--- src/rtl/tv_pkg.sv ---
package tv_pkg;

  localparam int MUL_W  = 33;  // signed multiplier operand
  localparam int ACC_W  = 66;  // product / accumulator
  localparam int EDGE_W = 32;  // saturated Q16.16 edge, texture delta, projection
  localparam int NRM_W  = 19;  // normal clamped to +-2.0
  localparam int D_W    = 36;  // rounded dot product
  localparam int DL_W   = 18;  // low split of the dot product
  localparam int MAG_W  = 64;  // tangent component magnitude
  localparam int SCL_W  = 30;  // magnitude after normalizing shift
  localparam int SQ_W   = 62;  // sum of squares
  localparam int ROOT_W = 31;  // integer square root
  localparam int RND_SH = 16;

  localparam logic signed [ACC_W-1:0] SAT_HI   = 66'sd2147483647;
  localparam logic signed [ACC_W-1:0] NRM_HI   = 66'sd131072;
  localparam logic signed [ACC_W-1:0] RND_HALF = 66'sd32768;

  // microprogram layout
  localparam logic [5:0] PC_AC       = 6'd17;
  localparam logic [5:0] PC_WIND     = 6'd34;
  localparam logic [5:0] PC_TANG     = 6'd38;
  localparam logic [5:0] PC_TANG_END = 6'd49;
  localparam logic [5:0] PC_SUM      = 6'd50;
  localparam logic [5:0] PC_SUM_END  = 6'd54;

  typedef enum logic [2:0] {
    MAC_NOP, MAC_LOAD, MAC_ADD, MAC_SUB, MAC_SHADD
  } mac_op_t;

  typedef enum logic [2:0] {
    A_NA, A_PAC, A_PAB, A_MAG, A_DUAB, A_DUAC
  } asel_t;

  typedef enum logic [2:0] {
    B_EAB, B_EAC, B_DH, B_DL, B_DVAB, B_DVAC, B_MAG
  } bsel_t;

  typedef enum logic [2:0] {
    CAP_NONE, CAP_D, CAP_PAB, CAP_PAC, CAP_WIND, CAP_T, CAP_SUM
  } cap_t;

  typedef struct packed {
    asel_t      asel;
    bsel_t      bsel;
    logic [1:0] idx;
    mac_op_t    op;
    cap_t       cap;
  } uop_t;

  typedef struct packed {
    mac_op_t                  op;
    logic signed [MUL_W-1:0]  a;
    logic signed [MUL_W-1:0]  b;
  } mac_req_t;

  localparam uop_t UOP_IDLE = '{asel: A_NA, bsel: B_EAB, idx: 2'd0,
                                op: MAC_NOP, cap: CAP_NONE};

  function automatic logic signed [EDGE_W-1:0] sat_edge(input logic signed [ACC_W-1:0] x);
    logic signed [ACC_W-1:0] y;
    y = x;
    if (x > SAT_HI) y = SAT_HI;
    else if (x < -SAT_HI) y = -SAT_HI;
    return y[EDGE_W-1:0];
  endfunction

  function automatic logic signed [NRM_W-1:0] sat_norm(input logic signed [ACC_W-1:0] x);
    logic signed [ACC_W-1:0] y;
    y = x;
    if (x > NRM_HI) y = NRM_HI;
    else if (x < -NRM_HI) y = -NRM_HI;
    return y[NRM_W-1:0];
  endfunction

  // round half up, floor shift
  function automatic logic signed [ACC_W-1:0] rnd16(input logic signed [ACC_W-1:0] x);
    return (x + RND_HALF) >>> RND_SH;
  endfunction

  function automatic uop_t proj_uop(input logic [5:0] off, input logic is_ac);
    uop_t       u;
    logic [5:0] rel;
    u   = UOP_IDLE;
    rel = off - 6'd5;
    if (off < 6'd3) begin
      u.op   = (off == 6'd0) ? MAC_LOAD : MAC_ADD;
      u.asel = A_NA;
      u.bsel = is_ac ? B_EAC : B_EAB;
      u.idx  = off[1:0];
    end else if (off == 6'd4) begin
      u.cap = CAP_D;
    end else if (off > 6'd4) begin
      u.idx  = rel[3:2];
      u.asel = A_NA;
      case (rel[1:0])
        2'd0: begin
          u.op   = MAC_LOAD;
          u.bsel = B_DH;
        end
        2'd1: begin
          u.op   = MAC_SHADD;
          u.bsel = B_DL;
        end
        2'd2: begin
          u.op = MAC_NOP;
        end
        default: begin
          u.cap = is_ac ? CAP_PAC : CAP_PAB;
        end
      endcase
    end
    return u;
  endfunction

  function automatic uop_t ucode(input logic [5:0] pc);
    uop_t       u;
    logic [5:0] off;
    u = UOP_IDLE;
    if (pc < PC_AC) begin
      u = proj_uop(pc, 1'b0);
    end else if (pc < PC_WIND) begin
      u = proj_uop(pc - PC_AC, 1'b1);
    end else if (pc < PC_TANG) begin
      off = pc - PC_WIND;
      case (off[1:0])
        2'd0: begin
          u.op = MAC_LOAD; u.asel = A_DUAB; u.bsel = B_DVAC;
        end
        2'd1: begin
          u.op = MAC_SUB; u.asel = A_DUAC; u.bsel = B_DVAB;
        end
        2'd2: begin
          u.op = MAC_NOP;
        end
        default: begin
          u.cap = CAP_WIND;
        end
      endcase
    end else if (pc < PC_SUM) begin
      off   = pc - PC_TANG;
      u.idx = off[3:2];
      case (off[1:0])
        2'd0: begin
          u.op = MAC_LOAD; u.asel = A_PAC; u.bsel = B_DVAB;
        end
        2'd1: begin
          u.op = MAC_SUB; u.asel = A_PAB; u.bsel = B_DVAC;
        end
        2'd2: begin
          u.op = MAC_NOP;
        end
        default: begin
          u.cap = CAP_T;
        end
      endcase
    end else begin
      off = pc - PC_SUM;
      if (off < 6'd3) begin
        u.op   = (off == 6'd0) ? MAC_LOAD : MAC_ADD;
        u.asel = A_MAG;
        u.bsel = B_MAG;
        u.idx  = off[1:0];
      end else if (off == 6'd4) begin
        u.cap = CAP_SUM;
      end
    end
    return u;
  endfunction

endpackage

--- src/rtl/tv_div.sv ---
module tv_div #(
  parameter int QB    = 15,
  parameter int NUM_W = 45
) (
  input  logic                        clk,
  input  logic                        rst,
  input  logic                        start,
  input  logic [NUM_W-1:0]            num,
  input  logic [tv_pkg::ROOT_W-1:0]   den,
  output logic                        done,
  output logic [QB-1:0]               q
);

  localparam int RW  = tv_pkg::ROOT_W + 1;
  localparam int CNW = $clog2(QB + 1);

  logic [RW-1:0]  rem;
  logic [RW:0]    rem2;
  logic [RW:0]    diff;
  logic           ge;
  logic [QB-1:0]  lowp;
  logic [CNW-1:0] cnt;
  logic           busy;

  assign rem2 = {rem, lowp[QB-1]};
  assign diff = rem2 - (RW + 1)'(den);
  assign ge   = rem2 >= (RW + 1)'(den);
  assign q    = lowp;

  always_ff @(posedge clk) begin
    if (rst) begin
      busy <= 1'b0;
      done <= 1'b0;
    end else begin
      done <= 1'b0;
      if (start) begin
        busy <= 1'b1;
      end else if (busy && cnt == CNW'(QB - 1)) begin
        busy <= 1'b0;
        done <= 1'b1;
      end
    end
  end

  always_ff @(posedge clk) begin
    if (start) begin
      rem  <= RW'(num[NUM_W-1:QB]);
      lowp <= num[QB-1:0];
      cnt  <= '0;
    end else if (busy) begin
      rem  <= ge ? diff[RW-1:0] : rem2[RW-1:0];
      lowp <= {lowp[QB-2:0], ge};
      cnt  <= cnt + CNW'(1);
    end
  end

endmodule
--- config.mk ---
export PLATFORM = sky130hd
export DESIGN_NAME = tv_div
export DESIGN_NICKNAME = d
export VERILOG_FILES = /design/src/rtl/tv_pkg.sv /design/src/rtl/tv_div.sv
export SDC_FILE = /design/constraint.sdc
export NUM_CORES = 1
export LEC_CHECK = 0
export BUFFER_PORTS_ARGS = -buffer_cell sky130_fd_sc_hd__buf_4
export CORE_MARGIN = 4
export CORE_UTILIZATION = 62
export CTS_BUF_LIST = sky130_fd_sc_hd__clkbuf_8
export DETAILED_ROUTE_END_ITERATION = 10
export HOLD_SLACK_MARGIN = 0.12
export MAX_ROUTING_LAYER = met4
export PLACE_DENSITY = 0.95
export REMOVE_ABC_BUFFERS = 1
export SLEW_MARGIN = 15
export SYNTH_ARGS = -nofsm -noshare
export SYNTH_HDL_FRONTEND = slang
export SYNTH_SLANG_ARGS = --single-unit
--- constraint.sdc ---
create_clock -name clk -period 4.9 [get_ports clk]
set_input_delay 0.49 -clock clk [delete_from_list [all_inputs] [get_ports clk]]
set_output_delay 0.49 -clock clk [all_outputs]
set_load 0.02 [all_outputs]
==> results.md, run 1 <==
Status:
- The run finished with clean final reports.

Global route:
- The number of global-route vias before repair is 4195.
- The wire length of the first global-routing pass is 19600 um.
- Entering global routing, the biggest net connects 103 pins.
- The global-route usage over all layers is 0.277.
- The global routing met3 resource utilization is 0.0438.
- The most congested layer reported by global routing is met2.
- The met2 layer usage reported by global route is 0.445.
- The total overflow reported by the global router is 0.
- The met1 capacity usage during global routing is 0.370.
- The initial antenna violation count was 0.

Floorplanning:
- The floorplan step set the die height to 95.8 um.
- 95 I/O pins were placed.
- The core region is 0.00737 sq mm.
- In this run the horizontal extent of the chip is 95.8 um.
- The floorplan die area is 0.00917 sq mm.
- The initialized floorplan defines 31 standard-cell rows.
- The initial core utilization is 0.648.

Synthesis:
- The async set-or-reset flop fraction in the synthesized netlist is 0.
- By count the netlist is led by sky130_fd_sc_hd__nand2_1 (47), sky130_fd_sc_hd__edfxtp_1 (45), sky130_fd_sc_hd__inv_1 (43).
- The most common cell in the netlist is sky130_fd_sc_hd__nand2_1.
- sky130_fd_sc_hd__edfxtp_1 takes more of the synthesized area than any other cell.
- The synthesized netlist occupies a cell area of 0.00478 sq mm.
- Synthesis inferred 53 register bits.
- Among all flip-flop cells after synthesis, the most frequent one is sky130_fd_sc_hd__edfxtp_1.
- Of the post-synthesis cell area, the dominant cell type holds 0.283.
- After synthesis, the cell types taking the most area are sky130_fd_sc_hd__edfxtp_1 (28%), sky130_fd_sc_hd__ha_1 (8.6%), sky130_fd_sc_hd__a21oi_1 (4.4%), sky130_fd_sc_hd__mux2_2 (4.0%), sky130_fd_sc_hd__nand2_1 (3.7%).
- The number of warnings issued by yosys is 0.
- The average cell area after synthesis is 8.99 sq um.
- The synthesized netlist contains 72 unique library cells.
- The share of synthesized area occupied by flip-flops and latches is 0.316.
- Synthesis produced a netlist whose cell count is 531.
- The number of synthesized flops with an enable pin is 45.

STA:
- The minimum period implied by the final worst setup slack is 3610 ps.
- The final-report hold violation count is 0.
- Setup repair after global routing left no endpoint under its margin.
- Dividing the final minimum period by the clock period gives 0.736.
- The maximum clock skew at final layout is 9.86 ps.
- The final worst hold slack is 322 ps.
- The relative max-transition margin is 0.399.
- The slew at the pin with the worst max-slew slack is 901 ps.
- Setup violations remaining at the end of the flow were counted as 0.
- Timing would allow up to 277 MHz.
- The max-slew violation count is 0.
- In the final timing run, aggregate negative setup slack is 0 ps.

Setup path:
- The critical path is of the reg -> reg type.
- The register-to-register setup slack is 1290 ps.
- The startpoint of the worst register-to-register path is rem[17]$_DFFE_PP_.
- The worst reg-to-reg path cell count is 10.
- The required time of the worst setup path is 4990 ps.
- The nature of the critical path startpoint is a register.
- The critical path capture point type is a register.
- The maximum net fanout on the critical path is 21.
- At the worst endpoint, the arrival time is 3690 ps.
- The endpoint of the worst register-to-register path is rem[27]$_DFFE_PP_.

Placement:
- At the end of routability-driven placement, the weighted congestion stood at 0.930.
- After legalization and detailed placement, the total HPWL measured 9050 um.
- Input and output buffers added on the ports amount to 94.

Clock tree:
- At the later pin of the worst-skew pair, clock insertion delay measures 330 ps.
- The count of cells resized by post-cts repair is 0.
- TritonCTS built the clock tree.
- The number of hold buffers added after cts is 0.
- In this run the deepest clock path goes through 2 buffers.
- The number of buffers inserted during clock tree synthesis is 5.
- The count of H-tree levels built during CTS is 2.
- The cell sitting at the root of the clock tree is a sky130_fd_sc_hd__clkbuf_8.
- Post-CTS timing repair inserted 0 buffers for setup.
- Clock-pin slew was measured on the worst setup and hold paths at 110 ps.
- The number of clock sinks is 53.

Drt:
- Wires add up to 12000 um.
- After the first detailed-routing iteration, the DRC count stood at 432.
- The detail-routed net length per standard cell is 17.1 um.
- Dividing the detail-routed via count by the number of cells gives 6.23.
- The overall via count from detail_route is 4376.
- For this run, design rule violations remaining after detail routing come to 0.
- For this run, the detailed router's first-pass iteration total came to 8.
- The count of nets left with antenna violations once routing finished came out at 0.

Hold path:
- The origin of the worst min-delay path is rst.
- The hold-critical path endpoint is busy$_SDFFE_PP0P_.
- The worst hold path class is in -> reg.
- The cell count of the worst hold path is 2.

Cells and area:
- The number of nets in the layout is 715.
- The fraction of final layout cells sized beyond drive strength 1 is 0.231.
- The area growth from synthesis to layout is 15.5%.
- The repair_antennas step left the layout with diodes totalling 0.

Power:
- The leakage component of the power is 2.36 nW.
- IR analysis of the VDD net gives a maximum drop of 241 uV.
- The total power per unit cell area is 422 mW/mm^2.

Run:
- The max-cap violation count is 0.
[per-stage QoR]
| step | setup slack [ps] | instance area (sq um) | utilization | power, mW | cells |
|---|---|---|---|---|---|
| 6_report | 1290 | 5520 | 0.749 | 2.33 | 702 |
| 3_3_place_gp | 1340 | 5420 | 0.735 | 1.96 | 694 |
| 4_1_cts | 1330 | 5520 | 0.749 | 2.30 | 702 |
| 3_5_place_dp | 1180 | 5420 | 0.735 | 2.01 | 694 |
| 5_1_grt | 1180 | 5520 | 0.749 | 2.49 | 702 |
| 2_1_floorplan | 942 | 4560 | - | 1.66 | 498 |
[registers in the layout (all words and copies together), names as in the netlist]
name / count
done: 1
q: 15
busy: 1
rem: 32
cnt: 4
[cell families after synthesis]
| logic type | count (synthesis) | synth area share |
|---|---|---|
| compound gates | 155 | 0.234 |
| fa+ha+maj | 34 | 0.0906 |
| buf+inv | 76 | 0.0781 |
| flops | 53 | 0.316 |
| xor+xnor | 27 | 0.0495 |
| simple gates | 162 | 0.176 |
| mux | 24 | 0.0558 |
[worst max-delay path, cell delays in order, from the launching register on]
cell and delay (ps):
sky130_fd_sc_hd__edfxtp_1 440, sky130_fd_sc_hd__ha_1 390, sky130_fd_sc_hd__a211oi_2 290, sky130_fd_sc_hd__o21bai_2 170, sky130_fd_sc_hd__or4_4 560, sky130_fd_sc_hd__a41o_1 250
sky130_fd_sc_hd__a211oi_4 310, sky130_fd_sc_hd__o31a_1 220, sky130_fd_sc_hd__buf_4 270, sky130_fd_sc_hd__nor2_1 90, sky130_fd_sc_hd__a221o_1 360
[cell type report]
type | instances | area [sq um]
Sequential cell | 53 | 1510
Tap cell | 99 | 124
Fill cell | 541 | 1850
Multi-Input combinational cell | 402 | 2890
Timing Repair Buffer | 97 | 728
Inverter | 43 | 161
Clock inverter | 2 | 17.5
Clock buffer | 6 | 82.6
[power breakdown]
part	internal, mW	switching, mW
combinational	0.559	0.795
sequential	0.620	0.0638
clock	0.118	0.170
[layout by cell type (no fill, tap or decap), types with 4 or more instances in the layout]
cell                       netlist  final
sky130_fd_sc_hd__buf_4           9     97
sky130_fd_sc_hd__a21o_1         10     10
sky130_fd_sc_hd__o21ai_0        19     19
sky130_fd_sc_hd__a21oi_1        42     42
sky130_fd_sc_hd__o21a_1          4      4
sky130_fd_sc_hd__nor2_1         32     32
sky130_fd_sc_hd__a31oi_1         5      5
sky130_fd_sc_hd__a211oi_1        8      8
sky130_fd_sc_hd__inv_1          43     43
sky130_fd_sc_hd__nand3_1         9      9
sky130_fd_sc_hd__nand2b_1        6      6
sky130_fd_sc_hd__edfxtp_1       45     45
sky130_fd_sc_hd__nor2b_1        11     11
sky130_fd_sc_hd__xnor2_1         9      9
sky130_fd_sc_hd__nand2_1        47     47
sky130_fd_sc_hd__mux2i_1         6      6
sky130_fd_sc_hd__o211ai_1        5      5
sky130_fd_sc_hd__dfxtp_1         8      8
sky130_fd_sc_hd__nor3_1         10     10
sky130_fd_sc_hd__xor2_1         18     18
sky130_fd_sc_hd__o311ai_0       15     15
sky130_fd_sc_hd__a22oi_1         4      4
sky130_fd_sc_hd__o31ai_1         5      5
sky130_fd_sc_hd__mux2_2         17     17
sky130_fd_sc_hd__nand4_1         7      7
sky130_fd_sc_hd__ha_1           33     33
sky130_fd_sc_hd__clkbuf_8        1      6
sky130_fd_sc_hd__nand3b_1       17     17
[worst max-delay path by stage]
stage | startpoint | endpoint | depth (start not counted)
2_1_floorplan | den[18] | rem[27]$_DFFE_PP_ | 10
3_3_place_gp | den[18] | rem[27]$_DFFE_PP_ | 12
3_5_place_dp | den[18] | rem[27]$_DFFE_PP_ | 12
4_1_cts | rem[17]$_DFFE_PP_ | rem[27]$_DFFE_PP_ | 10
5_1_grt | rem[18]$_DFFE_PP_ | rem[11]$_DFFE_PP_ | 9
6_report | rem[17]$_DFFE_PP_ | rem[27]$_DFFE_PP_ | 10
[per-layer routing]
metal  share of wire  vias up  routed length, um
met4           0.015        0                184
met1            0.43     2010               5130
li1                -     2120                  -
met3           0.082       26                980
met2            0.48      220               5720
met5               0        -                  0
Note: power is estimated with default switching activity, not from simulation.
==> inputs of run 2 (changes only) <==
--- a/config.mk
+++ b/config.mk
@@ -5,14 +5,15 @@
 export SDC_FILE = /design/constraint.sdc
 export NUM_CORES = 1
 export LEC_CHECK = 0
+export ABC_AREA = 1
 export BUFFER_PORTS_ARGS = -buffer_cell sky130_fd_sc_hd__buf_4
 export CORE_MARGIN = 4
-export CORE_UTILIZATION = 62
+export CORE_UTILIZATION = 53
 export CTS_BUF_LIST = sky130_fd_sc_hd__clkbuf_8
 export DETAILED_ROUTE_END_ITERATION = 10
 export HOLD_SLACK_MARGIN = 0.12
 export MAX_ROUTING_LAYER = met4
-export PLACE_DENSITY = 0.95
+export PLACE_DENSITY = 0.88
 export REMOVE_ABC_BUFFERS = 1
 export SLEW_MARGIN = 15
 export SYNTH_ARGS = -nofsm -noshare
==> constraint.sdc (replaced) <==
create_clock -name clk -period 3.29 [get_ports clk]
set_input_delay 0.329 -clock clk [delete_from_list [all_inputs] [get_ports clk]]
set_output_delay 0.329 -clock clk [all_outputs]
set_load 0.02 [all_outputs]
==> run 2 against run 1 <==
- clock skew increased by 0.85 ps
- final cell count up 54%
- via count increased by 20%
- design area up 12%
- non-clock buffer count grew 3
- register-to-register slack lost 630 ps
- clock power increased by 66%
- flip-flop and latch count stayed put
- highest routed layer unchanged
- routed wire length rose by 14%
- worst hold slack worse by 160 ps
- critical endpoint is now rem[26]$_DFFE_PP_
==> results.md, run 2 <==
Setup path:
- The critical path capture point type is a register.
- STA classifies the critical path startpoint as a register.
- The path type of the worst setup path is reg -> reg.
- The worst endpoint data arrival time is 2810 ps (-880 ps).
- The maximum net fanout on the critical path is 32 (+52%).
- The required time of the worst setup path is 3470 ps (-1520 ps).

STA:
- The final count of negative-setup-slack endpoints came to 0 (unchanged).
- The max-slew violation count is 0 (unchanged).
- The final worst hold slack is 164 ps (-158 ps).
- The relative max-transition margin is 0.580 (+0.181).
- The final critical-path setup slack is 660 ps (-635 ps).
- The maximum clock skew at final layout came to 10.7 ps (+0.846 ps).
- The slew at the pin with the worst max-slew slack is 630 ps (-272 ps).
- The final-report hold violation count is 0 (unchanged).
- The achievable frequency is 380 MHz (+37%).
- The final period utilization is 0.799 (+0.0636).
- The minimum period implied by the final worst setup slack came to 2630 ps (-975 ps).
- Setup repair after global routing left no endpoint under its margin.
- The setup total negative slack came to 0 ps (unchanged).

Synthesis:
- The post-synthesis instance total came to 857 (+61%).
- The biggest area consumer among synthesized cells is sky130_fd_sc_hd__nand2_1.
- The share of synthesized area occupied by flip-flops and latches came to 0.287 (-0.0293).
- The async set-or-reset flop fraction in the synthesized netlist was 0 (unchanged).
- In the synthesized netlist the dominant register cell turns out to be sky130_fd_sc_hd__edfxtp_1.
- The average cell area after synthesis is 6.14 sq um (-32%).
- Sorting the synthesized cells by how often they occur yields sky130_fd_sc_hd__nand2_1 (377), sky130_fd_sc_hd__inv_1 (165), sky130_fd_sc_hd__nand3_1 (68).
- The mapped cell area is 0.00526 sq mm (+10%).
- The most common cell in the netlist is sky130_fd_sc_hd__nand2_1.
- The number of different library cells in the post-synthesis netlist is 33 (-54%).
- By area the synthesized netlist is led by sky130_fd_sc_hd__nand2_1 (27%), sky130_fd_sc_hd__edfxtp_1 (26%), sky130_fd_sc_hd__inv_1 (12%), sky130_fd_sc_hd__ha_1 (7.8%), sky130_fd_sc_hd__nand3_1 (6.5%).
- The number of synthesized flops with an enable pin is 45 (unchanged).
- The register bit total from synthesis was 53 (unchanged).
- The top cell type's share of synthesized area is 0.269 (-0.0141).
- The number of warnings issued by yosys is 0 (unchanged).

Drt:
- The initial DRC count is 289 (-33%).
- The wire length on met3 is 709 um (-28%).
- The detail-routed net length per standard cell is 12.7 um (-26%).
- The aggregate routed wire length is 13700 um (+14%).
- The wire length on met1 was 6490 um (+26%).
- The remaining number of nets flagged by the antenna check after routing is 0 (unchanged).
- The via count normalized by instance count is 4.87 (-22%).
- The post-route DRC violation count is 0 (unchanged).
- The overall via count from detail_route is 5258 (+20%).
- The number of detailed-route iterations in the first pass is 5 (-3).
- The highest layer touched by signal routing is met4.
- The met2 layer wire length in the routed design is 6340 um (+11%).

Global route:
- The total overflow reported by the global router is 0 (unchanged).
- The number of global-route vias before repair is 5089 (+21%).
- The wire length of the first global-routing pass is 22700 um (+16%).
- The global-route usage over all layers is 0.248 (-0.0292).
- The maximum number of pins on one net before global-route repair is 49 (-52%).
- The initial antenna violation count was 0 (unchanged).

Clock tree:
- The insertion delay to the later sink of the worst-skew pair is 320 ps (about the same).
- The number of clock sinks is 53 (unchanged).
- The count of cells resized by post-cts repair came to 0 (unchanged).
- The number of hold buffers added after cts came to 0 (unchanged).
- The tree is rooted in a sky130_fd_sc_hd__clkbuf_8.
- The number of buffers inserted during clock tree synthesis is 5 (unchanged).
- The count of H-tree levels built during CTS is 2 (unchanged).
- The post-CTS setup buffer count was 0 (unchanged).
- The CTS tree is done.
- The maximum buffer depth of the clock tree came to 2 (unchanged).
- The clock-pin transition on the worst setup and hold timing paths was 110 ps (about the same).

Cells and area:
- The final instance count without filler cells came to 1079 (+54%).
- Leaving out fill and tap cells, the most frequent cell in the layout is sky130_fd_sc_hd__nand2_1.
- The number of flip-flops under the largest register name is 32 (unchanged).
- The layout filler cell count is 993 (+84%).
- Counting flops per register, the top entry is rem.
- The library cells used most frequently in the layout, excluding fill and tap cells, are sky130_fd_sc_hd__nand2_1 (377), sky130_fd_sc_hd__inv_1 (165), sky130_fd_sc_hd__buf_4 (100).
- The number of nets in the layout was 1058 (+48%).
- The layout overhead on the synthesized area is 17.5%.
- The fraction of final layout cells sized beyond drive strength 1 was 0.128 (-0.103).
- The antenna diode instance count is 0 (unchanged).

Placement:
- The number of buffers inserted by port buffering is 94 (unchanged).
- The worst slack at placement came to 634 ps (-548 ps).
- The sum of net half-perimeters after detailed placement is 10900 um (+21%).
- The routability congestion estimate came to 0.948 (+2.0%).
- The number of cells after detailed placement is 1071 (+54%).

Run:
- The max-cap violation count came to 0 (unchanged).

Power:
- The total power per unit cell area is 519 mW/mm^2 (+23%).
- The leakage component of the power is 3.58 nW (+52%).
- The maximum resistive drop on vdd is 252 uV (+4.7%).

Floorplanning:
- The floorplan die area was 0.0116 sq mm (+26%).
- The die height is 108 um (+12%).
- The number of placed I/O pins was 95 (unchanged).
- The placeable core region came to 0.00973 sq mm (+32%).
- The number of placement rows is 36 (+16%).
- The initial core utilization is 0.541 (-0.107).
- The horizontal die dimension is 108 um (+12%).

Hold path:
- The worst hold path class is in -> reg.

Status:
- The flow ran to the end, and the final reports show no timing, DRC or antenna violations.
## run 2: changes by cell type in the layout (fill, tap and decap cells not counted), sizes merged, moves of 17 or more
cell / change
inv: +124
a21oi: -19
nand2: +334
xor2: -17
nand3: +62
mux2: -18
## run 2: power breakdown
group / internal, mW / leakage [nW] / total [mW] / switching [mW]
logic: 0.671 / 3.00 / 1.78 / 1.11
clock network: 0.228 / 0.0599 / 0.478 / 0.250
registers: 0.884 / 0.524 / 0.951 / 0.0670
total: 1.78 / 3.58 / 3.21 / 1.43
## run 2: final cells by class
cell class                      instances  area (sq um)  area share
Inverter                              167           627       0.101
Timing Repair Buffer                  100           751       0.121
Clock inverter                          3          42.5     0.00688
Clock buffer                            5          68.8      0.0111
Tap cell                              133           166      0.0269
Sequential cell                        53          1510       0.244
Multi-Input combinational cell        618          3020       0.488
## run 2: layer usage
| metal | GRT usage | vias up |
|---|---|---|
| met2 | 0.414 | 134 |
| met3 | 0.0258 | 17 |
| met1 | 0.329 | 2306 |
| li1 | - | 2801 |
| met5 | - | - |
| met4 | 0.0487 | 0 |
## run 2: through the flow
step	cell area, sq um	util	total power, mW
after floorplan	5150	-	2.25
after global placement	6070	0.624	2.70
after detailed placement	6070	0.624	2.74
after CTS	6180	0.636	3.22
after global routing	6180	0.636	3.51
final	6180	0.636	3.21
## run 2: final timing paths
kind         slack [ps]                 from  depth (start not counted)             endpoint
max                 660    rem[20]$_DFFE_PP_                         12    rem[26]$_DFFE_PP_
min reg2reg         470  cnt[3]$_SDFFE_PP0P_                          1  cnt[3]$_SDFFE_PP0P_
max reg2reg         660    rem[20]$_DFFE_PP_                         12    rem[26]$_DFFE_PP_
min                 160                  rst                          2    busy$_SDFFE_PP0P_
## run 2: worst max-delay path: stages (launching register included)
cell and delay (ps):
sky130_fd_sc_hd__edfxtp_1 420, sky130_fd_sc_hd__ha_1 350, sky130_fd_sc_hd__nand2_1 140, sky130_fd_sc_hd__nor2_1 90
sky130_fd_sc_hd__nand2_1 100, sky130_fd_sc_hd__nor2_2 60, sky130_fd_sc_hd__nand2_1 90, sky130_fd_sc_hd__nand3_2 90
sky130_fd_sc_hd__nor2_4 440, sky130_fd_sc_hd__nand2_4 330, sky130_fd_sc_hd__nand2_1 160, sky130_fd_sc_hd__nand3_1 110
sky130_fd_sc_hd__nand2_1 90
## run 2: cells by family (layout without fill, tap and decap cells)
kind of cell,Yosys count,in the layout,share of synthesized area
buffers and inverters,186,275,0.140
AND/OR/NAND/NOR,537,537,0.435
adder cells (fa/ha/maj),34,34,0.0822
flip-flops,53,53,0.287
XOR/XNOR,15,15,0.0250
AO/OA/AOI/OAI,32,32,0.0314
==> inputs of run 3 (changes only) <==
==> constraint.sdc (replaced) <==
create_clock -name clk -period 2.3 [get_ports clk]
set_input_delay 0.23 -clock clk [delete_from_list [all_inputs] [get_ports clk]]
set_output_delay 0.23 -clock clk [all_outputs]
set_load 0.02 [all_outputs]
==> run 3 against run 2 <==
- critical path depth rose by 2
- combinational power rose by 100%
- sequential share of layout area fell by 3.6 points
- register-to-register slack got worse by 600 ps
- clock power rose by 32%
- total power rose by 75%
- critical path type unchanged
- fmax rose by 17%
==> results.md, run 3 (synthesis gave the netlist of run 2 again) <==
Drt:
- The overall via count from detail_route is 5739 (+9.1%).
- The initial DRC count was 381 (+32%).
- The remaining number of nets flagged by the antenna check after routing is 0 (unchanged).
- The via count normalized by instance count is 5.10 (+4.6%).
- The number of detailed-route iterations in the first pass was 5 (unchanged).
- The post-route DRC violation count is 0 (unchanged).
- The aggregate routed wire length is 16400 um (+19%).
- The detail-routed net length per standard cell came to 14.6 um (+14%).

Clock tree:
- The insertion delay to the later sink of the worst-skew pair is 330 ps (about the same).
- The number of clock sinks is 53 (unchanged).
- The maximum buffer depth of the clock tree was 2 (unchanged).
- The number of buffers inserted during clock tree synthesis is 5 (unchanged).
- The count of H-tree levels built during CTS came to 2 (unchanged).
- The clock-pin transition on the worst setup and hold timing paths is 120 ps (about the same).
- The cell sitting at the root of the clock tree is a sky130_fd_sc_hd__clkbuf_8.
- TritonCTS built the clock tree.

Setup path:
- The critical path goes through ha_4, nand2_2, nor2_4, nand2_2, nor2_4, nand2_2, nand3_2, nor2_4, buf_6, nand2_8, clkbuf_16, nand2_1, nand3_1, nand2_1.
- The worst endpoint data arrival time is 2330 ps (-480 ps).
- The longest individual stage delay on the worst path is 470 ps (+30 ps).
- The path type of the worst setup path is reg -> reg.
- The startpoint of the worst register-to-register path is rem[21]$_DFFE_PP_.
- The slowest library cell on the worst path is sky130_fd_sc_hd__edfxtp_1.
- The worst setup path is launched from a register.
- The count of buffer and inverter cells on the critical path is 2 (+2).
- The critical path capture point type is a register.
- The top cell family by delay on the critical path is simple AND/OR/NAND/NOR gates.
- The maximum net fanout on the critical path is 7 (-78%).
- The required time of the worst setup path is 2380 ps (-1090 ps).
- The startpoint of the most critical setup path is rem[21]$_DFFE_PP_.

STA:
- The max-slew violation count is 0 (unchanged).
- The final-report hold violation count is 0 (unchanged).
- The slew at the pin with the worst max-slew slack was 483 ps (-146 ps).
- Setup repair after global routing could not meet its margin everywhere.
- The final period utilization is 0.976 (+0.176).
- The final count of negative-setup-slack endpoints came to 0 (unchanged).
- The minimum period implied by the final worst setup slack is 2240 ps (-387 ps).
- The relative max-transition margin is 0.677 (+0.0976).
- The final worst hold slack is 158 ps (-6.26 ps).
- The achievable frequency is 446 MHz (+17%).
- The maximum clock skew at final layout was 19.3 ps (+8.63 ps).

Power:
- The total power per unit cell area was 772 mW/mm^2 (+49%).
- The leakage component of the power was 3.90 nW (+9.0%).
- The maximum resistive drop on vdd came to 412 uV (+64%).

Floorplanning:
- The initial core utilization is 0.541 (unchanged).
- The horizontal die dimension is 108 um (unchanged).
- The placeable core region is 0.00973 sq mm (unchanged).
- The floorplan die area is 0.0116 sq mm (unchanged).
- The number of placement rows is 36 (unchanged).
- The die height is 108 um (unchanged).
- The number of placed I/O pins is 95 (unchanged).

Cells and area:
- Counting flops per register, the top entry is rem.
- The layout overhead on the synthesized area is 38.0%.
- The library cell used most frequently in the layout, excluding fill and tap cells, is sky130_fd_sc_hd__nand2_1.
- In the layout the commonest cells are sky130_fd_sc_hd__nand2_1 (344), sky130_fd_sc_hd__inv_1 (161), sky130_fd_sc_hd__buf_4 (133).
- The final instance count without filler cells is 1126 (+4.4%).
- The fraction of final layout cells sized beyond drive strength 1 is 0.261 (+0.133).
- The number of flip-flops under the largest register name came to 32 (unchanged).
- The antenna diode instance count is 0 (unchanged).
- The number of nets in the layout is 1105 (+4.4%).

Hold path:
- The worst hold path class is in -> reg.
- The startpoint identified for the worst hold timing path is num[36].

Placement:
- The sum of net half-perimeters after detailed placement came to 11400 um (+4.3%).
- The number of cells after detailed placement was 1098 (+2.5%).
- The number of buffers inserted by port buffering is 94 (unchanged).
- The routability congestion estimate was 0.954 (+0.62%).

Global route:
- The total overflow reported by the global router is 0 (unchanged).
- The initial antenna violation count was 0 (unchanged).
- The global-route usage over all layers is 0.263 (+0.0154).
- The number of global-route vias before repair came to 5175 (+1.7%).
- The wire length of the first global-routing pass is 23900 um (+5.1%).
- The maximum number of pins on one net before global-route repair is 47 (-4.1%).

Run:
- The max-cap violation count is 0 (unchanged).

Status:
- The flow ran to the end, and the final reports show no timing, DRC or antenna violations.
[run 3: cell types whose count changed in the layout (fill, tap and decap cells not counted), sizes merged]
cell / delta
buf: +43
clkbuf: +4
bufinv: -1
clkinv: +1
dlygate4sd3: +1
inv: -1
[run 3: worst paths after layout]
path / depth (start not counted) / end / slack [ps]
min reg2reg: 1 / cnt[3]$_SDFFE_PP0P_ / 470
min: 3 / rem[21]$_DFFE_PP_ / 160
max: 14 / rem[27]$_DFFE_PP_ / 60
max reg2reg: 14 / rem[27]$_DFFE_PP_ / 60
[run 3: repair_timing]
item                                   CTS  global route
pin swaps                                0            14
resized for setup                        3           111
setup buffers                            0            16
gates cloned                             0             3
endpoints found under the hold margin    2             0
hold buffers                             1             0
setup endpoints to repair                5            31
[run 3: final cells by class]
class | count | area [sq um]
multi-input cells | 618 | 3610
fillers | 812 | 2470
flip-flops and latches | 53 | 1510
repair buffers | 147 | 1250
inverters | 167 | 627
well taps | 133 | 166
clock buffers | 6 | 82.6
clock inverters | 2 | 17.5
[run 3: tightest hold or removal path, delay by kind of cell]
family,cells,cell delay (ps)
AND/OR/NAND/NOR,2,90
buffers and inverters,1,70
[run 3: where the power goes]
group	leakage [nW]	switching, mW	internal, mW
Sequential	0.524	0.151	1.27
Clock	0.0518	0.377	0.252
Combinational	3.33	1.96	1.60
Total	3.90	2.48	3.12
[run 3: per-layer routing]
metal / wire length, um / vias to the layer above / global-route usage
met4: 366 / 0 / 0.0586
met2: 7920 / 204 / 0.431
met3: 970 / 37 / 0.0258
met5: 0 / - / -
met1: 7120 / 2598 / 0.356
li1: - / 2900 / -
[run 3: stage by stage]
step / TNS, ps / setup WS [ps] / power [mW] / area [sq um] / util
after floorplan: 0 / 69.7 / 3.22 / 5150 / -
after CTS: 0 / 17.4 / 4.81 / 6460 / 0.664
final: 0 / 56.3 / 5.61 / 7260 / 0.747
after detailed placement: -218 / -74.1 / 4.17 / 6340 / 0.651
after global routing: -1360 / -98.3 / 6.01 / 7260 / 0.747
after global placement: -191 / -63.1 / 4.13 / 6340 / 0.651
